===== src/design/fr_pkg.sv =====
// ----------------------------------------------------------------------------
// fr_pkg
// Shared widths and types for the footprint radius block.
// ----------------------------------------------------------------------------
package fr_pkg;

  // Coordinate format: signed fixed point with ten fraction bits.
  localparam int COORD_W = 16;
  localparam int OUT_W   = 16;
  localparam int AREA_W  = 40;
  localparam int NUM_W   = 64;
  localparam int DEN_W   = 34;
  localparam int NORM_W  = 32;
  localparam int PROD_W  = NUM_W + DEN_W;
  localparam int CNT_W   = 7;

  // Number of vertices needed for a valid polygon.
  localparam logic [1:0] MIN_VERTS = 2'd3;

  // One vertex item as it travels from the front queue to the engine.
  typedef struct packed {
    logic signed [COORD_W-1:0] x;
    logic signed [COORD_W-1:0] y;
    logic                      last;
  } vert_t;

endpackage


===== src/design/fr_front.sv =====
// ----------------------------------------------------------------------------
// fr_front
// Input queue: takes vertex items and holds them until the engine pops them.
// ----------------------------------------------------------------------------
module fr_front
  import fr_pkg::*;
(
  input  logic  clk,
  input  logic  rst_n,
  input  logic  push,
  output logic  full,
  input  vert_t push_item,
  output logic  q_empty,
  input  logic  q_pop,
  output vert_t q_item
);

  localparam int DEPTH = 4;
  localparam int PTR_W = 2;

  vert_t             mem_r [DEPTH];
  logic [PTR_W-1:0]  wr_ptr_r, wr_ptr_nxt;
  logic [PTR_W-1:0]  rd_ptr_r, rd_ptr_nxt;
  logic [PTR_W:0]    count_r, count_nxt;
  logic              do_push, do_pop;

  assign full    = (count_r == (PTR_W+1)'(DEPTH));
  assign q_empty = (count_r == '0);
  assign q_item  = mem_r[rd_ptr_r];
  assign do_push = push && !full;
  assign do_pop  = q_pop && !q_empty;

  // Pointer and fill count update.
  always_comb begin
    wr_ptr_nxt = wr_ptr_r + PTR_W'(do_push);
    rd_ptr_nxt = rd_ptr_r + PTR_W'(do_pop);
    count_nxt  = count_r + (PTR_W+1)'(do_push) - (PTR_W+1)'(do_pop);
  end

  always_ff @(posedge clk) begin
    if (!rst_n) begin
      wr_ptr_r <= '0;
      rd_ptr_r <= '0;
      count_r  <= '0;
    end else begin
      wr_ptr_r <= wr_ptr_nxt;
      rd_ptr_r <= rd_ptr_nxt;
      count_r  <= count_nxt;
    end
  end

  // Storage needs no reset.
  always_ff @(posedge clk) begin
    if (do_push) begin
      mem_r[wr_ptr_r] <= push_item;
    end
  end

endmodule


===== config.mk =====
export PLATFORM = sky130hd
export DESIGN_NAME = fr_front
export DESIGN_NICKNAME = d
export VERILOG_FILES = /design/src/design/fr_pkg.sv /design/src/design/fr_front.sv
export SDC_FILE = /design/constraint.sdc
export NUM_CORES = 1
export LEC_CHECK = 0
export BUFFER_PORTS_ARGS = -buffer_cell sky130_fd_sc_hd__buf_2
export CORE_UTILIZATION = 60
export CTS_BUF_LIST = sky130_fd_sc_hd__clkbuf_8
export DETAILED_ROUTE_END_ITERATION = 12
export PLACE_DENSITY = 0.91
export SLEW_MARGIN = 10
export SYNTH_ARGS = -nofsm -noshare
export SYNTH_HDL_FRONTEND = slang
export SYNTH_SLANG_ARGS = --single-unit

===== constraint.sdc =====
create_clock -name clk -period 7.05 [get_ports clk]
set_clock_uncertainty 0.2 [all_clocks]
set_input_delay 1.0575 -clock clk [delete_from_list [all_inputs] [get_ports clk]]
set_output_delay 1.0575 -clock clk [all_outputs]
set_load 0.05 [all_outputs]

==> flow_metrics.py <==
metrics = {
    "run_status": {
        "status": "finished clean",
    },
    "setup_path": {
        "crit_family": "flip-flops",
        "reg2regPathDepth": 9,
        "cp-start-kind": "register",
        "r2r_slack_ns": 4.68,
        "critPathSlowestCell": "dfxtp_2",
        "crit_buf_inv": 2,
        "crit_type": "register to output pin",
        "crit_cells": 3,
        "worst-path-max-fanout": 20,
        "arrival_ns": 2.45,
        "crit_chain": "buf_4, mux4_1, buf_2",
        "r2r-start": "count_r[2]",
        "regToRegEndpoint": "count_r[2]",
        "max_stage_delay_ns": 0.78,
        "cp-end-kind": "output pin",
        "worst_ep_required_time_ns": 5.79,
    },
    "logic_synthesis": {
        "yosysWarnings": 0,
        "syn_avg_cell_area_um2": 24.96,
        "synth_nets": 248,
        "synth.distinct_cells": 22,
        "synth_area_leaders": "edfxtp_1 (76%), mux4_2 (12%), dfxtp_1 (2.7%)",
        "yosysTopAreaCell": "edfxtp_1",
        "netlist_instances": 208,
        "yosysSeqAreaShare": 0.7906,
        "synth_top_area_share": 0.7636,
        "syn_area_mm2": 0.005191,
        "ys_ff_latch": 139,
    },
    "timing": {
        "slew_viol_final": 0,
        "final-setup-viol-count": 0,
        "rsz0062_at_grt": "no",
        "slew_headroom": 0.4112,
        "finalHoldViolCount": 0,
        "fin_ws_ns": 3.340,
        "worst_pin_slew_ns": 0.8831,
        "fin_crit_ns": 3.710,
        "tns_ns": 0,
        "hold_slack_ns": 0.4940,
        "fin_crit_sh": 0.5262,
        "max_freq_mhz": 269.6,
    },
    "cells_and_area": {
        "diodes": 0,
        "instances_no_fill": 414,
        "post-route-util": 0.7318,
        "layout.nets": 336,
        "seq_area_mm2": 0.004106,
        "syn_to_final_growth_pct": 16.99,
        "multi_input_area_mm2": 0.001005,
        "fillers": 450,
        "drive_above_1_share": 0.4757,
    },
    "clock_network": {
        "path_clk_slew_ns": 0.07,
        "clk_path_buf_depth": 2,
        "clk_latency_ns": 0.42,
        "cts_tree": "yes",
        "clock-sinks": 139,
        "cts_hold_buf": 0,
        "cts_root_buf": "clkbuf_8",
        "cts_max_level": 4,
        "post_cts_buffers": 0,
        "cts_buffers": 17,
        "ctsResizeCount": 0,
    },
    "min_path": {
        "holdCritPathClass": "register to register",
        "whs_endpoint": "wr_ptr_r[1]",
        "hold_path.startpoint": "wr_ptr_r[1]",
        "whs_path_depth": 2,
    },
    "floorplan": {
        "die_y_um": 95.02,
        "coreArea_mm2": 0.008299,
        "fp-row-count": 33,
        "die_w_um": 95.02,
        "ios": 72,
        "die_area_mm2": 0.009028,
        "start_util": 0.6255,
    },
    "drt": {
        "drt_iter0_drc": 180,
        "drc_errors": 0,
        "vias": 2368,
        "wirelength_mm": 8.643,
        "drt_pre_antenna_iters": 4,
        "drtAntennaViolNets": 0,
        "viasPerCell": 5.720,
        "wl_per_cell_um": 20.88,
    },
    "placed_design": {
        "dp.cells": 382,
        "place_ws_ns": 3.742,
        "routabilityCongestion": 0.7126,
        "portBuffers": 71,
    },
    "run": {
        "cap_violations": 0,
    },
    "grt": {
        "track_usage": 0.2130,
        "antenna_found_initial": 0,
        "grt_start_max_net_pins": 35,
        "grt_pass1_vias": 2492,
        "gr-total-overflow": 0,
        "grt_pass1_wl_mm": 13.10,
    },
    "power_and_ir_drop": {
        "leakage_uw": 0.002086,
        "peakVddDrop_mv": 0.2525,
        "p_per_area_mw_per_mm2": 410.3,
    },
}
-- stage by stage --
stage	total power (uW)	cell area (um^2)
3_5_place_dp	1852	5650
5_1_grt	2581	6073
2_1_floorplan	1710	5191
6_report	2492	6073
3_3_place_gp	1836	5650
4_1_cts	2513	6073
-- cells in the mapped netlist (all sizes together) --
| cell type | instances |
|---|---|
| nor3b | 3 |
| dfxtp | 7 |
| xor2 | 1 |
| and2 | 7 |
| and3 | 1 |
| o311ai | 1 |
| buf | 8 |
| fa | 1 |
| nand2b | 2 |
| o31ai | 1 |
| ha | 2 |
| edfxtp | 132 |
| xnor2 | 5 |
| nor3 | 2 |
| mux4 | 33 |
| inv | 2 |
-- worst min-delay path: stages, from the launching register on --
cell	delay [ns]
dfxtp_1	0.38
xor2_1	0.16
and2_1	0.13
-- registers in the layout, indices dropped and copies added, names as in the netlist --
signal and cells:
count_r 3, mem_r 132, rd_ptr_r 2, wr_ptr_r 2
-- metal layers --
metal	track usage	wire, um
met1	0.2726	3583
met2	0.3333	4403
met3	0.07177	482
met4	0.1010	173
met5	0	0
-- cells in the final DEF (no fill, tap or decap), types with 5 or more instances in the layout --
| cell | n |
|---|---|
| edfxtp_1 | 132 |
| xnor2_1 | 5 |
| clkbuf_8 | 17 |
| dfxtp_1 | 5 |
| mux4_2 | 28 |
| buf_2 | 71 |
| clkinv_4 | 5 |
| mux4_1 | 5 |
| buf_4 | 6 |
| and2_1 | 7 |
-- worst max-delay path by stage --
stage,startpoint,endpoint,slack [ns]
floorplan,push,mem_r[1][0],2.78
detailed placement,rd_ptr_r[0],q_item[2],3.74
finish,rd_ptr_r[0],q_item[2],3.34
global route,rd_ptr_r[0],q_item[2],3.16
CTS,rd_ptr_r[0],q_item[2],3.26
global placement,rd_ptr_r[0],q_item[2],3.72
-- where the power goes --
group	total [uW]	switching, uW	internal [uW]
Sequential	1080	71.5	1010
Clock	664	307	356
Combinational	751	504	247
-- cell families (layout without fill, tap and decap cells) --
| group | Yosys count | in the layout | synth area share |
|---|---|---|---|
| AOI/OAI and AO/OA | 2 | 2 | 0.004097 |
| xor gates and xnor gates | 6 | 6 | 0.01012 |
| adders and majority gates | 3 | 3 | 0.008676 |
| buffers and inverters | 10 | 111 | 0.01904 |
| DFF | 139 | 139 | 0.7906 |
| muxes | 33 | 33 | 0.1468 |
| and+or+nand+nor | 15 | 15 | 0.02073 |
-- final cells by class --
cell class              instances  share of cell area
clock buffers                  17             0.03852
clock inverters                15             0.03111
inverters                       2            0.001236
multi-input cells              59              0.1654
flip-flops and latches        139              0.6761
well taps                     105             0.02163
repair buffers                 77             0.06593
No activity file was read; power rests on OpenSTA's default activity.
